--- src/hdl/aif_pkg.sv ---
// Shared types and constants for the audio interface register block.
package aif_pkg;

    // Command codes.
    localparam logic [1:0] CMD_READ  = 2'd0;
    localparam logic [1:0] CMD_WRITE = 2'd1;
    localparam logic [1:0] CMD_TICK  = 2'd2;
    localparam logic [1:0] CMD_NOP   = 2'd3;

    // Register offsets on the bus.
    localparam logic [15:0] OFS_CONTROL = 16'h6C00;
    localparam logic [15:0] OFS_VOLUME  = 16'h6C04;
    localparam logic [15:0] OFS_COUNTER = 16'h6C08;
    localparam logic [15:0] OFS_TARGET  = 16'h6C0C;

    // Control word bit positions.
    localparam int CTL_PLAY   = 0;
    localparam int CTL_RATE   = 1;
    localparam int CTL_MASK   = 2;
    localparam int CTL_STATUS = 3;
    localparam int CTL_MATCH  = 4;
    localparam int CTL_STROBE = 5;
    localparam int CTL_DMA    = 6;

    // Configuration register indexes.
    localparam logic CFG_FAST = 1'b0;
    localparam logic CFG_SLOW = 1'b1;

    localparam int PERIOD_W = 20;
    localparam logic [PERIOD_W-1:0] PERIOD_FAST_RST = 20'd10125;
    localparam logic [PERIOD_W-1:0] PERIOD_SLOW_RST = 20'd15187;

    typedef struct packed {
        logic [1:0]  cmd;
        logic [15:0] reg_offset;
        logic [31:0] write_data;
    } t_aif_in;

    typedef struct packed {
        logic [31:0] read_data;
        logic        bad_offset;
        logic        irq_line;
        logic        stream_enable;
        logic        dma_rate_slow;
    } t_aif_out;

    // Configuration write bundle from the top level to the core.
    typedef struct packed {
        logic                we;
        logic                idx;
        logic [PERIOD_W-1:0] data;
    } t_aif_cfg;

endpackage

--- src/hdl/audio_interface_registers.sv ---
// Top level of the audio interface register block.
//
//  port group      direction  handshake                   word
//  i_in            in         i_in_valid / o_in_ready     cmd, reg_offset, write_data
//  o_out           out        o_out_valid / i_out_ready   read_data, flags
//  i_cfg_*         in         i_cfg_we (no wait)          20-bit period value
//
// A word's result is in the result register once the word has passed the
// input register: the core works on the input register and the result register
// takes its output when it has room. One word per cycle is sustained while the
// consumer does not stall; the core's register update is the only loop.
// Reset is synchronous and active low; valid flags and core state return to defaults, held data words are not reset.
// A stalled consumer holds the result register, and the input register then
// fills, after which o_in_ready drops until the result is taken.
module audio_interface_registers import aif_pkg::*; (
    input  logic                i_clk,
    input  logic                i_rst_n,
    input  logic                i_in_valid,
    output logic                o_in_ready,
    input  t_aif_in             i_in,
    output logic                o_out_valid,
    input  logic                i_out_ready,
    output t_aif_out            o_out,
    input  logic                i_cfg_we,
    input  logic                i_cfg_idx,
    input  logic [PERIOD_W-1:0] i_cfg_data
);

    logic     w_stage_valid;
    t_aif_in  w_stage_word;
    logic     w_out_free;
    logic     w_advance;
    t_aif_out w_result;
    t_aif_cfg w_cfg;

    assign w_advance = w_stage_valid && w_out_free;

    assign w_cfg.we   = i_cfg_we;
    assign w_cfg.idx  = i_cfg_idx;
    assign w_cfg.data = i_cfg_data;

    aif_in_reg u_in_reg (
        .i_clk     (i_clk),
        .i_rst_n   (i_rst_n),
        .i_valid   (i_in_valid),
        .i_word    (i_in),
        .o_ready   (o_in_ready),
        .i_advance (w_advance),
        .o_valid   (w_stage_valid),
        .o_word    (w_stage_word)
    );

    aif_core u_core (
        .i_clk    (i_clk),
        .i_rst_n  (i_rst_n),
        .i_cfg    (w_cfg),
        .i_step   (w_advance),
        .i_item   (w_stage_word),
        .o_result (w_result)
    );

    aif_out_reg u_out_reg (
        .i_clk   (i_clk),
        .i_rst_n (i_rst_n),
        .i_load  (w_advance),
        .i_word  (w_result),
        .o_free  (w_out_free),
        .o_valid (o_out_valid),
        .i_ready (i_out_ready),
        .o_word  (o_out)
    );

    // An empty result register never blocks the input side.
    a_ready_when_empty: assert property (@(posedge i_clk) disable iff (!i_rst_n)
        !o_out_valid |-> o_in_ready)
        else $error("input stalled with an empty result register");

    // A staged word with room downstream shows up as a result next cycle.
    a_stage_moves: assert property (@(posedge i_clk) disable iff (!i_rst_n)
        w_stage_valid && w_out_free |=> o_out_valid)
        else $error("staged word did not reach the result register");

    // An unknown offset never returns data.
    a_bad_reads_zero: assert property (@(posedge i_clk) disable iff (!i_rst_n)
        o_out_valid && o_out.bad_offset |-> o_out.read_data == 32'd0)
        else $error("bad offset returned nonzero data");

endmodule

--- src/hdl/aif_in_reg.sv ---
// Input register stage: holds one accepted command word for the core.
module aif_in_reg import aif_pkg::*; (
    input  logic    i_clk,
    input  logic    i_rst_n,
    input  logic    i_valid,
    input  t_aif_in i_word,
    output logic    o_ready,
    input  logic    i_advance,
    output logic    o_valid,
    output t_aif_in o_word
);

    logic    r_valid;
    logic    n_valid;
    t_aif_in r_word;

    assign o_ready = !r_valid || i_advance;
    assign o_valid = r_valid;
    assign o_word  = r_word;

    always_comb begin
        n_valid = r_valid;
        if (i_valid && o_ready) begin
            n_valid = 1'b1;
        end else if (i_advance) begin
            n_valid = 1'b0;
        end
    end

    always_ff @(posedge i_clk) begin
        if (!i_rst_n) begin
            r_valid <= 1'b0;
        end else begin
            r_valid <= n_valid;
        end
    end

    always_ff @(posedge i_clk) begin
        if (i_valid && o_ready) begin
            r_word <= i_word;
        end
    end

endmodule

--- src/hdl/aif_core.sv ---
// Register file, sample timer and result logic for one command word.
module aif_core import aif_pkg::*; (
    input  logic     i_clk,
    input  logic     i_rst_n,
    input  t_aif_cfg i_cfg,
    input  logic     i_step,
    input  t_aif_in  i_item,
    output t_aif_out o_result
);

    logic [PERIOD_W-1:0] r_period_fast, r_period_slow;

    logic                r_play, r_rate_fast, r_mask, r_status, r_match, r_dma;
    logic [31:0]         r_volume, r_count, r_target;
    logic [PERIOD_W-1:0] r_accum;

    logic                n_play, n_rate_fast, n_mask, n_status, n_match, n_dma;
    logic [31:0]         n_volume, n_count, n_target;
    logic [PERIOD_W-1:0] n_accum;

    logic [PERIOD_W-1:0] w_period;
    logic [PERIOD_W-1:0] w_accum_inc;
    logic [31:0]         w_count_inc;
    logic [31:0]         w_read;
    logic                w_bad;
    logic [31:0]         w_data;

    always_ff @(posedge i_clk) begin
        if (!i_rst_n) begin
            r_period_fast <= PERIOD_FAST_RST;
            r_period_slow <= PERIOD_SLOW_RST;
        end else if (i_cfg.we) begin
            if (i_cfg.idx == CFG_FAST) begin
                r_period_fast <= i_cfg.data;
            end else begin
                r_period_slow <= i_cfg.data;
            end
        end
    end

    assign w_data = i_item.write_data;

    always_comb begin
        w_period = r_rate_fast ? r_period_fast : r_period_slow;
        // A period of zero behaves as a period of one.
        if (w_period == '0) begin
            w_period = PERIOD_W'(1);
        end
        w_accum_inc = r_accum + PERIOD_W'(1);
        w_count_inc = r_count + 32'd1;
    end

    always_comb begin
        n_play      = r_play;
        n_rate_fast = r_rate_fast;
        n_mask      = r_mask;
        n_status    = r_status;
        n_match     = r_match;
        n_dma       = r_dma;
        n_volume    = r_volume;
        n_count     = r_count;
        n_target    = r_target;
        n_accum     = r_accum;
        w_read      = '0;
        w_bad       = 1'b0;
        case (i_item.cmd)
            CMD_READ: begin
                case (i_item.reg_offset)
                    OFS_CONTROL: w_read = {25'd0, r_dma, 1'b0, r_match, r_status,
                                           r_mask, r_rate_fast, r_play};
                    OFS_VOLUME:  w_read = r_volume;
                    OFS_COUNTER: w_read = r_count;
                    OFS_TARGET:  w_read = r_target;
                    default:     w_bad  = 1'b1;
                endcase
            end
            CMD_WRITE: begin
                case (i_item.reg_offset)
                    OFS_CONTROL: begin
                        n_mask      = w_data[CTL_MASK];
                        n_match     = w_data[CTL_MATCH];
                        n_rate_fast = w_data[CTL_RATE];
                        n_dma       = w_data[CTL_DMA];
                        n_play      = w_data[CTL_PLAY];
                        if (w_data[CTL_PLAY] != r_play) begin
                            n_accum = '0;
                        end
                        if (w_data[CTL_STATUS]) begin
                            n_status = 1'b0;
                        end
                        if (w_data[CTL_STROBE]) begin
                            n_count = '0;
                            n_accum = '0;
                        end
                    end
                    OFS_VOLUME:  n_volume = w_data;
                    OFS_COUNTER: n_count  = w_data;
                    OFS_TARGET:  n_target = w_data;
                    default:     w_bad    = 1'b1;
                endcase
            end
            CMD_TICK: begin
                if (r_play) begin
                    if (w_accum_inc >= w_period) begin
                        n_accum = '0;
                        n_count = w_count_inc;
                        if (r_match && (w_count_inc >= r_target)) begin
                            n_status = 1'b1;
                        end
                    end else begin
                        n_accum = w_accum_inc;
                    end
                end
            end
            CMD_NOP: begin
            end
            default: begin
            end
        endcase
    end

    always_comb begin
        o_result.read_data     = w_read;
        o_result.bad_offset    = w_bad;
        o_result.irq_line      = n_status && n_mask;
        o_result.stream_enable = n_play;
        o_result.dma_rate_slow = n_dma;
    end

    always_ff @(posedge i_clk) begin
        if (!i_rst_n) begin
            r_play      <= 1'b0;
            r_rate_fast <= 1'b1;
            r_mask      <= 1'b0;
            r_status    <= 1'b0;
            r_match     <= 1'b0;
            r_dma       <= 1'b0;
            r_volume    <= '0;
            r_count     <= '0;
            r_target    <= '0;
            r_accum     <= '0;
        end else if (i_step) begin
            r_play      <= n_play;
            r_rate_fast <= n_rate_fast;
            r_mask      <= n_mask;
            r_status    <= n_status;
            r_match     <= n_match;
            r_dma       <= n_dma;
            r_volume    <= n_volume;
            r_count     <= n_count;
            r_target    <= n_target;
            r_accum     <= n_accum;
        end
    end

endmodule

--- src/hdl/aif_out_reg.sv ---
// Result register stage: holds one result word until the consumer takes it.
module aif_out_reg import aif_pkg::*; (
    input  logic     i_clk,
    input  logic     i_rst_n,
    input  logic     i_load,
    input  t_aif_out i_word,
    output logic     o_free,
    output logic     o_valid,
    input  logic     i_ready,
    output t_aif_out o_word
);

    logic     r_valid;
    logic     n_valid;
    t_aif_out r_word;

    assign o_free  = !r_valid || i_ready;
    assign o_valid = r_valid;
    assign o_word  = r_word;

    always_comb begin
        n_valid = r_valid;
        if (i_load) begin
            n_valid = 1'b1;
        end else if (i_ready) begin
            n_valid = 1'b0;
        end
    end

    always_ff @(posedge i_clk) begin
        if (!i_rst_n) begin
            r_valid <= 1'b0;
        end else begin
            r_valid <= n_valid;
        end
    end

    always_ff @(posedge i_clk) begin
        if (i_load) begin
            r_word <= i_word;
        end
    end

endmodule

--- config.mk ---
export PLATFORM = sky130hd
export DESIGN_NAME = audio_interface_registers
export DESIGN_NICKNAME = d
export VERILOG_FILES = /design/src/hdl/aif_pkg.sv /design/src/hdl/audio_interface_registers.sv /design/src/hdl/aif_in_reg.sv /design/src/hdl/aif_core.sv /design/src/hdl/aif_out_reg.sv
export SDC_FILE = /design/constraint.sdc
export NUM_CORES = 1
export LEC_CHECK = 0
export BUFFER_PORTS_ARGS = -buffer_cell sky130_fd_sc_hd__clkbuf_2
export CAP_MARGIN = 25
export CORE_ASPECT_RATIO = 0.8
export CORE_UTILIZATION = 54
export CTS_CLUSTER_SIZE = 24
export DETAILED_ROUTE_END_ITERATION = 10
export GPL_ROUTABILITY_DRIVEN = 0
export GPL_TIMING_DRIVEN = 0
export PLACE_DENSITY = 0.83
export SLEW_MARGIN = 10
export SYNTH_ARGS = -nofsm -noshare
export SYNTH_HDL_FRONTEND = slang
export SYNTH_SLANG_ARGS = --single-unit
--- constraint.sdc ---
create_clock -name i_clk -period 4.05 [get_ports i_clk]
set_input_delay 1.0125 -clock i_clk [delete_from_list [all_inputs] [get_ports i_clk]]
set_output_delay 1.0125 -clock i_clk [all_outputs]
set_load 0.02 [all_outputs]
## Word-level counts from Yosys, hierarchy flattened

Index checks and enable logic that the tools add are counted.

| word-level totals | value |
|---|---|
| register bits | 250 |
| input bits | 76 |
| word-level logic and storage cells | 93 |

| operators by class | value |
|---|---|
| add/subtract/negate cells | 2 |
| order comparisons | 2 |
| eq/ne operators | 13 |
| multiplexer cells | 31 |
| bitwise logic cells | 1 |
| reduce and logical (&&, ||, !) cells | 22 |

Operator list:

| cell | number |
|---|---|
| 20-bit two-way mux | 7 |
| 32-bit case mux with 2 select lines | 2 |
| 32-bit case mux with 4 select lines | 1 |
| 32-bit two-way mux | 3 |
| 16-bit by 15-bit == test with 1-bit output, second input constant | 4 |
| 20-bit case mux with 2 select lines | 1 |
| 32-bit by 1-bit adder with 32-bit output, second input constant | 1 |
| 32-bit >= comparator | 1 |
| 20-bit by 1-bit adder with 20-bit output, second input constant | 1 |
| 20-bit >= comparator | 1 |
| 20-bit zero test | 1 |
| 1-bit two-way mux | 16 |
| 3-bit AND reduction | 3 |
| 2-bit by 1-bit != test with 1-bit output, second input constant | 3 |
| 3-bit by 2-bit != test with 1-bit output, second input constant | 2 |
| 6-bit AND reduction | 1 |
| 2-bit nonzero test | 3 |
| 5-bit AND reduction | 1 |
| 1-bit logical AND | 4 |
| 2-bit AND reduction | 2 |
| 4-bit OR reduction | 1 |
| 3-bit != test, second input constant | 1 |
| 2-bit by 1-bit == test with 1-bit output, second input constant | 1 |
| 2-bit == test, second input constant | 1 |
| 7 further kinds | 9 |

## Longest topological paths before layout

| depth | value |
|---|---|
| depth in word-level cells | 8 |
| mapped depth | 16 |
| gate-level depth less buffers | 12 |

## By module

A second synthesis with hierarchy kept.

| second synthesis, totals | value |
|---|---|
| cell total of the unflattened synthesis | 1428 |
| area, all modules | 12849.8 sq um |

By module, submodules not included:

| module | times used | cells each | area an instance (sq um) |
|---|---|---|---|
| aif_core | 1 | 1332 | 10154.7 |
| aif_in_reg | 1 | 55 | 1559.0 |
| aif_out_reg | 1 | 40 | 1129.8 |
| audio_interface_registers | 1 | 1 | 6.3 |

## Worst setup path after synthesis

No wires, ideal clock.

| timing path | value |
|---|---|
| kind | register to register |
| start | reg u_core.r_rate_fast |
| end | reg u_core.r_count[26] |
| setup time | 0.136 ns |
| arrival time | 3.422 ns |
| required time | 3.914 ns |
| slack | 0.492 ns |
| cell stages (with the launch flop) | 17 |
| buffers on the path | 4 |
| cells stage by stage | dfxtp_1 > clkbuf_1 > buf_1 > mux2i_1 > nand4_1 > nor4_1 > nand4_1 > nand2_1 > ha_1 > nand2b_1 > a2111o_1 > o2111ai_1 > o2111ai_4 > buf_2 > buf_1 > a21oi_1 > a211oi_2 |

| on the way | value |
|---|---|
| longest elaborated chain between the ends | 6 |

Ends and longest elaborated chain:

| what | line | text |
|---|---|---|
| from (decl) | aif_core.sv:13 | `logic r_play, r_rate_fast, r_mask, r_status, r_match, r_dma;` |
| from (signal assigned) | aif_core.sv:144 | `r_rate_fast <= n_rate_fast;` |
| 20-bit two-way mux (*) | aif_core.sv:44 | `w_period = r_rate_fast ? r_period_fast : r_period_slow;` |
| 20-bit zero test | aif_core.sv:46 | `if (w_period == '0) begin` |
| 20-bit two-way mux (*) | aif_core.sv:46 |  |
| 20-bit >= comparator (*) | aif_core.sv:104 | `if (w_accum_inc >= w_period) begin` |
| 2-bit by 1-bit != test with 1-bit output (no source line) (*) | - |  |
| 6-bit AND reduction (no source line) (*) | - |  |
| to (signal assigned) | aif_core.sv:150 | `r_count <= n_count;` |
| to (decl) | aif_core.sv:14 | `logic [31:0] r_volume, r_count, r_target;` |

Mark *: on every way between the ends. The rest lies on a longest branch, timed or not.
A chain may end at the register's enable or synchronous reset.

## Final worst setup path

| timing path | value |
|---|---|
| start | reg u_core.r_rate_fast |
| end | reg u_core.r_count[30] |

The elaborated chain is that of the path after synthesis.

==> flow_summary.ini <==
[synth]
synth_fa_ha_area_frac = 0.0563
synth_compound_area_frac = 0.140
yosys.area.top_type_share = 0.259
synth-async-reset-ratio = 0
synth_mux_area_frac = 0.0476
synth_top_family_by_area = simple AND/OR/NAND/NOR gates
yosys.area_share.xor_xnor = 0.0332
ys.flop_type = dfxtp_1
synth_area_um2 = 12700
synthSimpleGateAreaFrac = 0.211
synth_area_leaders = dfxtp_1 (26%), edfxtp_1 (20%), nand2_1 (8.9%), a21oi_1 (6.8%), ha_1 (5.6%)
synth-seq-area-share = 0.463
synthCells = 1405
synth_cell_types = 70
synth_fp_nets = 1538
yosysTopAreaCell = dfxtp_1
yosysWarningCount = 0
synth_edf_count = 86
synth.avg_cell_area_um2 = 9.02
synth-seq-cells = 250

[floorplanning]
num_rows = 49
start_util = 0.557
ios = 114
dieArea_um2 = 24100
core_um2 = 22700
die_height_um = 139
die-width_um = 173

[clocking]
cts_buffers = 26
ctsHtreeMaxLevel = 1
cts_sinks = 250
clk_latency_ns = 0.55
clockBufferDepth = 3
ctsHoldBuffers = 0
root_buffer = clkbuf_16
cts_tree = done
path_clk_slew_ns = 0.07

[placed_design]
hpwl_um = 25600
postPlaceCellArea_um2 = 13700
dp.cells = 1826
portBuffers = 113

[global_route]
grt_pass1_vias = 10600
antenna_found_initial = 0
grtUsageTotal = 0.287
grt_pass1_wl_um = 55800
grt_max_degree = 27
gr-total-overflow = 0

[drt]
dr.pass1.iters = 6
vias_per_cell = 6.04
drt_wl_total_um = 35100
wl_per_cell_um = 18.8
num_vias = 11300
drt.antenna.violating_nets = 0
drc = 0
dr.first_iter.drc_count = 1224

[setup_path]
r2r_setup_slack_ns = 0.23
cp_max_fo = 10
r2r_cells = 15
start_kind = register
reg2reg_to = u_core.r_count[30]$_SDFFE_PN0P_
critical_path_class = register to register
critPathArrivalTime_ns = 4.23
endpoint_kind = register
crit_start = u_core.r_rate_fast$_SDFFE_PN1P_
cp.required_ns = 4.46
rr_startpoint = u_core.r_rate_fast$_SDFFE_PN1P_

[power_and_ir_drop]
p_leak_uw = 0.00552
pwr_density_cell_nw_per_um2 = 381
vdd_ir_drop_max_v = 0.000319

[timing]
rsz0062_at_grt = false
setup-tns-final_ns = 0
fin_crit_sh = 0.944
slew_viol_final = 0
worstMarginPinSlew_ns = 0.831
hold_viol = 0
relSlewSlack = 0.446
max_freq_mhz = 262
setup_violations = 0
holdWs_ns = 0.455
period_minus_slack_ns = 3.82
fin_skew_ns = 0.0109

[min_path]
hp-start = u_core.r_volume[2]$_SDFFE_PN0P_
holdPathStages = 2
hold_path_end = u_core.r_volume[2]$_SDFFE_PN0P_
hold_path.class = register to register

[flow_run]
max_cap_violations = 0

[final_layout]
antenna_cells = 0
drive_gt1_frac = 0.156
nets = 1680
post-route-util = 0.640
fill_cells = 1820
final_common_cell = nand2_1
design_area_um2 = 14600
syn2layout_area_growth_pct = 14.8
final_cells = 1872
layout_common_cells = nand2_1 (301), a21oi_1 (172), dfxtp_1 (164)

[status]
status = finished clean
-- stage by stage --
stage          worst slack, ns  power (uW)
3_3_place_gp            -0.669        3200
6_report                 0.229        5540
4_1_cts                 0.0450        5520
5_1_grt                 0.0211        5690
3_5_place_dp            -0.339        3220
2_1_floorplan            0.492        3040
-- worst max-delay path: stages, from the launching register on --
cell       delay [ns]
dfxtp_1          0.43
buf_6            0.22
mux2i_1          0.38
nand4_1          0.16
nor4_1           0.27
nand4_1          0.13
nand2_1          0.09
ha_1             0.22
nand2b_1         0.14
a2111o_1         0.42
o2111ai_1        0.19
o2111ai_4        0.25
clkbuf_4         0.27
clkbuf_2         0.23
a21oi_1          0.21
a211oi_2         0.06
-- worst max path at each step --
stage | end | depth (start not counted) | slack (ns)
2_1_floorplan | u_core.r_count[26]$_SDFFE_PN0P_ | 16 | 0.49
3_3_place_gp | u_core.r_volume[1]$_SDFFE_PN0P_ | 10 | -0.67
3_5_place_dp | u_core.r_count[30]$_SDFFE_PN0P_ | 16 | -0.34
4_1_cts | u_core.r_count[30]$_SDFFE_PN0P_ | 16 | 0.04
5_1_grt | u_core.r_count[3]$_SDFFE_PN0P_ | 13 | 0.02
6_report | u_core.r_count[30]$_SDFFE_PN0P_ | 15 | 0.23
-- power by group --
| part | internal (uW) | leakage [uW] | total (uW) | switching, uW |
|---|---|---|---|---|
| Clock | 1350 | 0.000403 | 2350 | 997 |
| Sequential | 2680 | 0.00215 | 2740 | 60.7 |
| Combinational | 161 | 0.00297 | 448 | 288 |
| Total | 4190 | 0.00552 | 5540 | 1350 |
-- timing repair --
| item | CTS | global route |
|---|---|---|
| pin swaps | 0 | 1 |
| setup buffers | 0 | 0 |
| setup endpoints to repair | 51 | 43 |
| gates resized for setup | 4 | 13 |
-- state kept, by name (all words and copies together), names as in the netlist, 20 cells and up --
| register | flops |
|---|---|
| u_core.r_target | 32 |
| u_core.r_count | 32 |
| u_core.r_accum | 20 |
| u_in_reg.o_word | 50 |
| u_out_reg.o_word | 36 |
| u_core.r_period_slow | 20 |
| u_core.r_period_fast | 20 |
| u_core.r_volume | 32 |
-- cell type report --
cell class                 instances  area, um2  share of cell area
clock buffer                      42        762              0.0524
clock inverter                     5       70.1             0.00481
multi-input combinational       1010       6220               0.428
tap                              306        383              0.0263
timing repair buffer             115        613              0.0421
inverter                          44        165              0.0113
sequential                       250       5870               0.403
buffer                           100        470              0.0323
-- per-layer routing --
layer / routed length, um / part of all wire / track usage
met3: 3660 / 0.10 / 0.0474
met2: 15100 / 0.43 / 0.427
met4: 1110 / 0.032 / 0.0983
met5: 0 / 0 / 0
met1: 15300 / 0.44 / 0.420
-- cell families (layout without fill, tap and decap cells) --
kind of cell | after synthesis | count (layout)
buf+inv | 145 | 306
simple gates | 562 | 562
mux | 60 | 60
xor+xnor | 48 | 48
fa+ha+maj | 57 | 57
flops | 250 | 250
compound gates | 283 | 283
-- synthesized netlist by cell type (3+ instances only) --
cell type / count
nand2_1: 301
a21oi_1: 172
dfxtp_1: 164
edfxtp_1: 86
nor2_1: 75
nand3_1: 68
mux2i_1: 58
ha_1: 57
clkbuf_1: 50
inv_1: 44
buf_2: 32
xnor2_1: 25
nand4_1: 23
xor2_1: 23
a31oi_1: 15
nor3_1: 15
a311oi_1: 14
a21o_1: 11
buf_1: 11
a211oi_1: 9
and2_1: 9
nor4_1: 9
o21ai_0: 9
a22oi_1: 8
and3_1: 8
buf_4: 6
nor4_2: 6
o221a_2: 6
o22a_1: 6
and4_1: 5
nand2b_1: 5
or4_1: 5
a211oi_2: 4
o2111ai_1: 4
o31ai_1: 4
or3_1: 4
nand4b_1: 3
nor2b_1: 3
(Power assumes the default switching activity.)
